==> src/rtl/mps_ram.sv <==
// generic simple dual-port ram, one write port, one registered read port
// no dependencies
module mps_ram #(
	parameter int WIDTH = 8,
	parameter int DEPTH = 64
) (
	input logic clk,
	input logic we,
	input logic [$clog2(DEPTH)-1:0] waddr,
	input logic [WIDTH-1:0] wdata,
	input logic [$clog2(DEPTH)-1:0] raddr,
	output logic [WIDTH-1:0] rdata
);
	logic [WIDTH-1:0] mem [DEPTH];

	always_ff @(posedge clk) begin
		if (we) begin
			mem[waddr] <= wdata;
		end
		rdata <= mem[raddr];
	end
endmodule

==> config.mk <==
export PLATFORM = sky130hd
export DESIGN_NAME = mps_ram
export DESIGN_NICKNAME = d
export VERILOG_FILES = /design/src/rtl/mps_ram.sv
export SDC_FILE = /design/constraint.sdc
export NUM_CORES = 1
export LEC_CHECK = 0
export BUFFER_PORTS_ARGS = -buffer_cell sky130_fd_sc_hd__buf_4
export CAP_MARGIN = 20
export CORE_ASPECT_RATIO = 1.75
export CORE_MARGIN = 4
export CORE_UTILIZATION = 35
export CTS_BUF_LIST = sky130_fd_sc_hd__clkbuf_16
export CTS_CLUSTER_SIZE = 40
export DETAILED_ROUTE_END_ITERATION = 7
export GPL_ROUTABILITY_DRIVEN = 0
export PLACE_DENSITY = 0.53
export SLEW_MARGIN = 20
export SYNTH_ARGS = -nofsm -noshare
export SYNTH_HDL_FRONTEND = slang
export SYNTH_SLANG_ARGS = --single-unit
export TNS_END_PERCENT = 50
==> constraint.sdc <==
create_clock -name clk -period 3.8 [get_ports clk]
set_input_delay 0.19 -clock clk [delete_from_list [all_inputs] [get_ports clk]]
set_output_delay 0.19 -clock clk [all_outputs]
set_load 0.03 [all_outputs]
==> results of run 1 <==
synth_stat cells, drive strengths merged (8+ instances only):
cell      n
edfxtp  512
mux4    126
nor2     83
buf      34
mux2i    23
nand2    19
clkbuf   17
nor2b    14
mux2     13
nand3    13
dfxtp     8
o221ai    8
o22ai     8
cell families after synthesis:
group           after synthesis  synth area share
mux                         162             0.159
compound gates               54            0.0207
simple gates                153            0.0339
buf+inv                      51            0.0157
flops                       520             0.770
sequential cells by signal, summed over array words and instances (netlist names):
name	flops
mem	512
rdata	8
worst min path at each step:
stage | start | to | slack [ns] | cells after the start
2_1_floorplan | wdata[0] | mem[0][0]$_DFFE_PP_ | 0.29 | 0
3_3_place_gp | raddr[5] | rdata[0]$_DFF_P_ | 0.57 | 3
3_5_place_dp | raddr[5] | rdata[0]$_DFF_P_ | 0.57 | 3
4_1_cts | waddr[2] | mem[48][3]$_DFFE_PP_ | 0.14 | 2
5_1_grt | waddr[1] | mem[48][3]$_DFFE_PP_ | 0.14 | 2
6_report | waddr[1] | mem[48][3]$_DFFE_PP_ | 0.17 | 2
cells in the final DEF, fill, tap and decap left out, drive strengths merged, types with 4 or more instances in the layout:
master    netlist  routed
buf            34      42
o21ai           4       4
inv             0      13
o22ai           8       8
nor2           83      83
nor2b          14      14
mux4          126     126
nand3          13      13
mux2           13      13
nand2          19      19
a211oi          4       4
nand2b          7       7
dfxtp           8       8
clkbuf         17      48
nor3            7       7
edfxtp        512     512
o221ai          8       8
mux2i          23      23
clkinvlp        0       6
clkinv          0      17
a221oi          6       6
metrics by stage:
stage	setup slack (ns)	instance area (um2)	util	power [W]
final	1.66	22500	0.394	0.0113
after global routing	1.54	22500	0.394	0.0117
after CTS	1.59	22500	0.394	0.0114
after detailed placement	1.01	21200	0.370	0.00713
after global placement	0.996	21200	0.370	0.00712
after floorplan	1.94	20200	-	0.00684
cell type report:
class / count / area share
clock inverters: 36 / 0.00827
well taps: 767 / 0.0426
multi-input cells: 369 / 0.192
repair buffers: 44 / 0.0161
flip-flops and latches: 520 / 0.689
clock buffers: 47 / 0.0522
routing by layer:
layer | vias up | GRT usage | share of wire
met5 | - | 0 | 0
met4 | 0 | 0.0641 | 0.041
met3 | 74 | 0.0175 | 0.030
met2 | 213 | 0.298 | 0.56
met1 | 5033 | 0.181 | 0.37
li1 | 4006 | - | -
report_power, final:
| group | total, W | internal, W | switching [W] |
|---|---|---|---|
| Sequential | 0.00637 | 0.00635 | 0.0000196 |
| Combinational | 0.000620 | 0.000226 | 0.000393 |
| Clock | 0.00432 | 0.00226 | 0.00206 |
| Total | 0.0113 | 0.00883 | 0.00247 |
timing repair:
action	in CTS	in global routing
hold buffers	1	0
hold endpoints to repair	4	0
endpoints found under the setup margin	0	0
==> qor.yml, run 1 <==
status:
  outcome: "completed"
detailed_routing:
  drtIter0Drc: 676
  post-route-drc-count: 0
  dr.pass1.iters: 5
  vias: 9326
  ant_nets: 0
  drt-wirelength-per-cell_um: 27.2
  viasPerCell: 5.23
  wl_mm: 48.6
timing:
  period_needed_ns: 2.14
  report.final.slew_viol_count: 0
  tightest_slew_ns: 1.15
  rsz0062_at_grt: "false"
  max_slew_margin: 0.228
  max_freq_ghz: 0.468
  hold_violations: 0
  tns_ns: 0
  fin_skew_ns: 0.0272
  timing.hold.ws_ns: 0.168
  fin_crit_sh: 0.562
  setup_viol: 0
cts:
  htreeDepth: 2
  clkSlewWorstSetupHoldPaths_ns: 0.06
  numCtsBuffers: 47
  cts_resized: 0
  clockBufferDepth: 3
  cts_tree: "built"
  cts_root_buffer: "clkbuf_16"
  insertion_delay_ns: 0.57
  cts.sinks: 520
  cts_setup_buffers: 0
logic_synthesis:
  synth_edf_count: 512
  synth_seq_cells: 520
  ys_types: 40
  synth_top_area_share: 0.762
  yosysWarnings: 0
  syn_nets: 962
  synth_sequential_area_ratio: 0.770
  avgSynthCellArea_um2: 21.5
  syn_inst: 940
  synthTopCellsByArea: "edfxtp_1 (76%), mux4_2 (14%), nor2_1 (1.5%)"
  synth_largest_area_cell: "edfxtp_1"
  async_flop_share: 0
  synth_flop_cell: "edfxtp_1"
  syn-cell-area_um2: 20200
critical_path:
  required_ns: 4.23
  critPathTopFamily: "multiplexers"
  worstPathMaxFanout: 57
  path_common_cell: "mux4_2"
  rr_endpoint: "rdata[4]$_DFF_P_"
  cp-endpoint: "rdata[7]$_DFF_P_"
  arrival_ns: 2.56
  setup.worst_path.class: "input port to register"
  cp-start-kind: "input port"
  r2r_cells: 5
  reg2reg_from: "mem[21][4]$_DFFE_PP_"
  crit_chain: "clkbuf_8 -> buf_12 -> mux4_2 -> mux4_2 -> o21ai_0 -> nand2_1"
  crit_path_top_delay_cell: "mux4_2"
  worst-path-stages: 6
  critPathMaxStageDelay_ns: 0.62
  critPathLaunch: "raddr[0]"
  path_buf_inv: 2
  reg2reg_slack_ns: 1.68
  critPathCaptureType: "register"
floorplan:
  pin_count: 30
  die_w_um: 189
  initial_core_util: 0.353
  fp-row-count: 116
  die_area_um2: 61700
  core_um2: 57200
  die_h_um: 326
global_route:
  grt_pass1_wl_mm: 71.0
  antenna_found_initial: 0
  track_usage: 0.158
  grt_overflow_total: 0
  grt_max_degree: 65
  grt_pass1_vias: 10000
layout:
  n_fill_cell: 5181
  diodes: 0
  multiInputGateArea_um2: 4330
  fin_cells: 1783
  syn2layout_area_growth_pct: 11.8
  fin_nets: 1004
  seqCellArea_um2: 15500
  drive_gt1_frac: 0.247
worst_hold_path:
  hold_class: "input port to register"
power:
  ir_worst_vdd_v: 0.000369
  power_density_nw_per_um2: 501
  p_leak_nw: 6.88
placement:
  hpwl_mm: 30.7
  portBuffers: 29
  placed_cells: 1699
run:
  maxCapViolations: 0
Power figures use the tool's default switching activity.
==> inputs of run 2 (changes only) <==
==> constraint.sdc (replaced) <==
create_clock -name clk -period 2 [get_ports clk]
set_input_delay 0.1 -clock clk [delete_from_list [all_inputs] [get_ports clk]]
set_output_delay 0.1 -clock clk [all_outputs]
set_load 0.03 [all_outputs]
==> qor.yml, run 2 (synthesis gave the netlist of run 1 again) <==
power:
  clock_power_share: 0.385  # +0.003
  seqPwrFrac: 0.554  # -0.009
  ir_worst_vdd_v: 0.000722  # +95%
  comb_power_share: 0.061  # +0.006
  power_density_nw_per_um2: 920  # +84%
  finalPower_w: 0.0218  # +93%
  power_switching_w: 0.00468  # +89%
  swShare: 0.215  # -0.00406
  p_leak_nw: 7.60  # +11%
  p_int_w: 0.0171  # +94%
status:
  outcome: "completed"
layout:
  final_cell_mix: "edfxtp_1 (512), buf_4 (158), mux4_2 (126), nor2_1 (83), clkbuf_16 (47)"
  largest_register: "mem"
  largest_reg_flops: 512  # unchanged
  drive_gt1_frac: 0.332  # +0.0851
  fin_area_um2: 23700  # +5.1%
  fin_nets: 1131  # +13%
  diodes: 0  # unchanged
  largestRegisters: "mem: 512 flops, rdata: 8 flops"
  syn2layout_area_growth_pct: 17.5
  final_common_cell: "edfxtp_1"
timing:
  hold_violations: 0  # unchanged
  period_needed_ns: 1.93
  setup_viol: 0  # unchanged
  timing.hold.ws_ns: 0.0709  # -0.0969 ns
  report.final.slew_viol_count: 0  # unchanged
  max_freq_ghz: 0.517
  rsz0062_at_grt: "false"
  fin_skew_ns: 0.0183  # -0.00885 ns
  max_slew_margin: 0.509  # +0.281
  tightest_slew_ns: 0.736  # -0.418 ns
  fin_crit_sh: 0.967
cts:
  clkSlewWorstSetupHoldPaths_ns: 0.07  # about the same
  cts_setup_buffers: 0  # unchanged
  numCtsBuffers: 45  # -4.3%
  cts.sinks: 520  # unchanged
  insertion_delay_ns: 0.58  # about the same
  htreeDepth: 2  # unchanged
  clockBufferDepth: 3  # unchanged
  cts_root_buffer: "clkbuf_16"
  cts_tree: "built"
global_route:
  grt_max_degree: 65  # unchanged
  grt_pass1_vias: 10600  # +5.6%
  grt_pass1_wl_mm: 72.6  # +2.2%
  antenna_found_initial: 0  # unchanged
  grt_overflow_total: 0  # unchanged
  track_usage: 0.160  # +0.00212
detailed_routing:
  post-route-drc-count: 0  # unchanged
  ant_nets: 0  # unchanged
  vias: 9765  # +4.7%
  dr.pass1.iters: 5  # unchanged
  drt-wirelength-per-cell_um: 25.7  # -5.6%
  wl_mm: 49.2  # +1.2%
  viasPerCell: 5.11  # -2.3%
  drtIter0Drc: 688  # +1.8%
floorplan:
  die_area_um2: 61700  # unchanged
  core_um2: 57200  # unchanged
  die_h_um: 326  # unchanged
  fp-row-count: 116  # unchanged
  die_w_um: 189  # unchanged
  pin_count: 30  # unchanged
  initial_core_util: 0.353  # unchanged
run:
  maxCapViolations: 0  # unchanged
critical_path:
  critPathCaptureType: "register"
  setup.worst_path.class: "register to register"
  worstPathMaxFanout: 1  # -98%
  reg2reg_from: "mem[21][6]$_DFFE_PP_"
  arrival_ns: 2.39  # -0.17 ns
  r2r_cells: 5  # unchanged
  reg2reg_slack_ns: 0.07  # -1.61 ns
  required_ns: 2.46  # -1.77 ns
  rr_endpoint: "rdata[6]$_DFF_P_"
  critPathLaunch: "mem[21][6]$_DFFE_PP_"
  cp-endpoint: "rdata[6]$_DFF_P_"
  cp-start-kind: "register"
placement:
  placed_cell_area_um2: 22300  # +5.2%
  hpwl_mm: 32.9  # +7.0%
  portBuffers: 29  # unchanged
worst_hold_path:
  hold_class: "input port to register"
-- run 2: cell types whose count changed in the layout (fill, tap and decap cells not counted), moves of 2 or more --
| cell | change |
|---|---|
| bufinv_16 | +2 |
| buf_4 | +118 |
| clkinvlp_4 | -3 |
| clkinv_1 | +3 |
| inv_1 | -4 |
| buf_12 | +11 |
-- run 2: worst min-delay path by stage --
stage                   from              endpoint  slack [ns]  depth (start not counted)
global route        wdata[1]  mem[60][1]$_DFFE_PP_        0.11                          1
finish              wdata[1]  mem[60][1]$_DFFE_PP_        0.07                          1
CTS                 wdata[1]  mem[60][1]$_DFFE_PP_        0.08                          1
floorplan           wdata[0]   mem[0][0]$_DFFE_PP_        0.20                          0
global placement    raddr[5]      rdata[3]$_DFF_P_        0.52                          2
detailed placement  raddr[5]      rdata[5]$_DFF_P_        0.52                          2
-- run 2: final cells by class --
class                   instances  area, um2
multi-input cells             369       4330
well taps                     767        960
clock buffers                  47       1180
repair buffers                173       1470
flip-flops and latches        520      15500
fillers                      5120      33500
clock inverters                35        223
-- run 2: per-layer routing --
| metal | global-route usage | vias to the layer above | routed length [um] | part of all wire |
|---|---|---|---|---|
| met1 | 0.182 | 5185 | 17500 | 0.36 |
| met3 | 0.0212 | 90 | 1860 | 0.038 |
| met5 | 0 | - | 0 | 0 |
| met2 | 0.301 | 234 | 27700 | 0.56 |
| met4 | 0.0663 | 0 | 2130 | 0.043 |
| li1 | - | 4256 | - | - |
-- run 2: worst max-delay path, cell delays in order, from the launching register on --
cell,delay [ns]
edfxtp_1,0.37
mux4_2,0.48
mux2_2,0.30
o221a_2,0.30
nor3_4,0.26
o32ai_1,0.12
-- run 2: per-stage QoR --
stage | util | TNS [ns] | instances | setup slack, ns
3_5_place_dp | 0.389 | -0.656 | 1828 | -0.239
5_1_grt | 0.414 | 0 | 1911 | 0.0289
6_report | 0.414 | 0 | 1911 | 0.0663
4_1_cts | 0.414 | 0 | 1911 | 0.0130
3_3_place_gp | 0.389 | -0.696 | 1828 | -0.261
2_1_floorplan | - | 0 | 940 | 0.232
-- run 2: timing repair --
item / in CTS / in global routing
endpoints found under the hold margin: 6 / 0
gates resized for setup: 1 / 2
hold buffers: 1 / 0
gates cloned: 0 / 0
endpoints found under the setup margin: 1 / 2
-- run 2: power groups by stage --
stage	Clock [W]	Combinational, W	Sequential, W
2_1_floorplan	0	0.000643	0.0124
3_3_place_gp	0	0.00134	0.0123
3_5_place_dp	0	0.00136	0.0123
4_1_cts	0.00860	0.00136	0.0121
5_1_grt	0.00905	0.00142	0.0121
6_report	0.00839	0.00133	0.0121
==> inputs of run 3 (changes only) <==
--- a/config.mk
+++ b/config.mk
@@ -7,6 +7,8 @@
 export LEC_CHECK = 0
 export BUFFER_PORTS_ARGS = -buffer_cell sky130_fd_sc_hd__buf_4
 export CAP_MARGIN = 20
+export CELL_PAD_IN_SITES_DETAIL_PLACEMENT = 1
+export CELL_PAD_IN_SITES_GLOBAL_PLACEMENT = 2
 export CORE_ASPECT_RATIO = 1.75
 export CORE_MARGIN = 4
 export CORE_UTILIZATION = 35
@@ -14,7 +16,8 @@
 export CTS_CLUSTER_SIZE = 40
 export DETAILED_ROUTE_END_ITERATION = 7
 export GPL_ROUTABILITY_DRIVEN = 0
-export PLACE_DENSITY = 0.53
+export HOLD_SLACK_MARGIN = 0.08
+export PLACE_DENSITY = 0.63
 export SLEW_MARGIN = 20
 export SYNTH_ARGS = -nofsm -noshare
 export SYNTH_HDL_FRONTEND = slang
==> qor.yml, run 3 (synthesis gave the netlist of run 1 again) <==
status:
  outcome: "completed"
critical_path:
  path_buf_inv: 0  # unchanged
  required_ns: 2.46  # about the same
  crit_chain: "mux4_2 -> mux2_2 -> o22ai_1 -> nand2_1 -> o2bb2ai_1"
  r2r_cells: 5  # unchanged
  cp-start-kind: "register"
  worst-path-stages: 5  # unchanged
  reg2reg_slack_ns: 0.03  # -0.04 ns
  setup.worst_path.class: "register to register"
  critPathCaptureType: "register"
  arrival_ns: 2.43  # +0.04 ns
  worstPathMaxFanout: 1  # unchanged
  crit_path_top_delay_cell: "mux4_2"
  critPathMaxStageDelay_ns: 0.48  # about the same
  critPathTopFamily: "multiplexers"
cts:
  cts_tree: "built"
  cts_root_buffer: "clkbuf_16"
  clkSlewWorstSetupHoldPaths_ns: 0.07  # about the same
  htreeDepth: 2  # unchanged
  clockBufferDepth: 3  # unchanged
  numCtsBuffers: 45  # unchanged
  cts.sinks: 520  # unchanged
  insertion_delay_ns: 0.58  # about the same
floorplan:
  core_um2: 57200  # unchanged
  die_h_um: 326  # unchanged
  die_area_um2: 61700  # unchanged
  initial_core_util: 0.353  # unchanged
  pin_count: 30  # unchanged
  fp-row-count: 116  # unchanged
  die_w_um: 189  # unchanged
timing:
  max_freq_ghz: 0.507  # -2.0%
  tns_ns: 0  # unchanged
  report.final.slew_viol_count: 0  # unchanged
  fin_skew_ns: 0.0223  # +0.00400 ns
  setup_viol: 0  # unchanged
  layout_setup_ws_ns: 0.0262  # -0.0400 ns
  tightest_slew_ns: 0.788  # +0.0519 ns
  period_needed_ns: 1.97  # +0.0400 ns
  max_slew_margin: 0.474  # -0.0346
  rsz0062_at_grt: "false"
  timing.hold.ws_ns: 0.0727  # +0.00177 ns
  fin_crit_sh: 0.987  # +0.0200
  hold_violations: 0  # unchanged
detailed_routing:
  drt-wirelength-per-cell_um: 27.6  # +7.4%
  dr.pass1.iters: 5  # unchanged
  ant_nets: 0  # unchanged
  post-route-drc-count: 0  # unchanged
  vias: 9890  # +1.3%
  wl_mm: 53.0  # +7.9%
  viasPerCell: 5.15  # +0.86%
  drtIter0Drc: 709  # +3.1%
layout:
  largest_reg_flops: 512  # unchanged
  largest_register: "mem"
  drive_gt1_frac: 0.343  # +0.0107
  syn2layout_area_growth_pct: 18.7
  diodes: 0  # unchanged
  utilization: 0.418  # +0.00411
  final_common_cell: "edfxtp_1"
  fin_nets: 1139  # +0.71%
  largestRegisters: "mem: 512 flops, rdata: 8 flops"
  final_cell_mix: "edfxtp_1 (512), buf_4 (164), mux4_2 (126), nor2_1 (83), clkbuf_16 (47)"
power:
  ir_worst_vdd_v: 0.000617  # -15%
  p_leak_nw: 7.71  # +1.4%
  power_density_nw_per_um2: 945  # +2.6%
placement:
  hpwl_mm: 35.8  # +8.9%
  dp_slack_ns: -0.303  # -0.0633 ns
  portBuffers: 29  # unchanged
global_route:
  antenna_found_initial: 0  # unchanged
  grt_pass1_wl_mm: 77.2  # +6.4%
  grt_overflow_total: 0  # unchanged
  track_usage: 0.173  # +0.0125
  grt_max_degree: 65  # unchanged
  grt_pass1_vias: 10900  # +2.5%
run:
  maxCapViolations: 0  # unchanged
worst_hold_path:
  hold_class: "input port to register"
  min_path_cells: 1  # unchanged
## run 3: cell count changes in the layout (fill, tap and decap cells not counted), sizes merged
cell / previous run / this run
clkinv: 22 / 14
inv: 8 / 10
clkinvlp: 3 / 4
bufinv: 2 / 7
dlygate4sd3: 1 / 2
buf: 171 / 178
## run 3: metrics by stage
step / cell area (um2) / total power, W / instances
floorplan: 20200 / 0.0130 / 940
global placement: 22300 / 0.0137 / 1835
detailed placement: 22300 / 0.0137 / 1835
CTS: 23900 / 0.0229 / 1919
global route: 23900 / 0.0234 / 1919
finish: 23900 / 0.0226 / 1919
## run 3: per-layer routing
layer	GRT usage	share of wire
met1	0.196	0.37
met2	0.329	0.56
met3	0.0187	0.028
met4	0.0681	0.042
met5	0	0
## run 3: timing repair
action	in CTS	in global routing
endpoints found under the hold margin	7	0
setup buffers	0	0
setup endpoints to repair	2	3
pin swaps	1	0
resized for setup	4	3
hold buffers	2	0
## run 3: worst paths after layout
path / end / from
max reg2reg: rdata[0]$_DFF_P_ / mem[21][0]$_DFFE_PP_
min reg2reg: rdata[6]$_DFF_P_ / mem[31][6]$_DFFE_PP_
max: rdata[0]$_DFF_P_ / mem[21][0]$_DFFE_PP_
min: mem[18][6]$_DFFE_PP_ / wdata[6]
## run 3: final cells by class
cell class                      instances  area (um2)
Tap cell                              767         960
Sequential cell                       520       15500
Clock buffer                           47        1180
Clock inverter                         35         363
Timing Repair Buffer                  181        1550
Fill cell                            5478       33300
Multi-Input combinational cell        369        4350
## run 3: report_power, final
| group | internal [W] | switching, W |
|---|---|---|
| clock network | 0.00519 | 0.00394 |
| registers | 0.0121 | 0.0000339 |
| logic | 0.000567 | 0.000812 |
## run 3: worst reg2reg max path, stage by stage (launching register included)
cell and delay [ns]:
edfxtp_1 0.38, mux4_2 0.48, mux2_2 0.28, o22ai_1 0.46
nand2_1 0.12, o2bb2ai_1 0.14
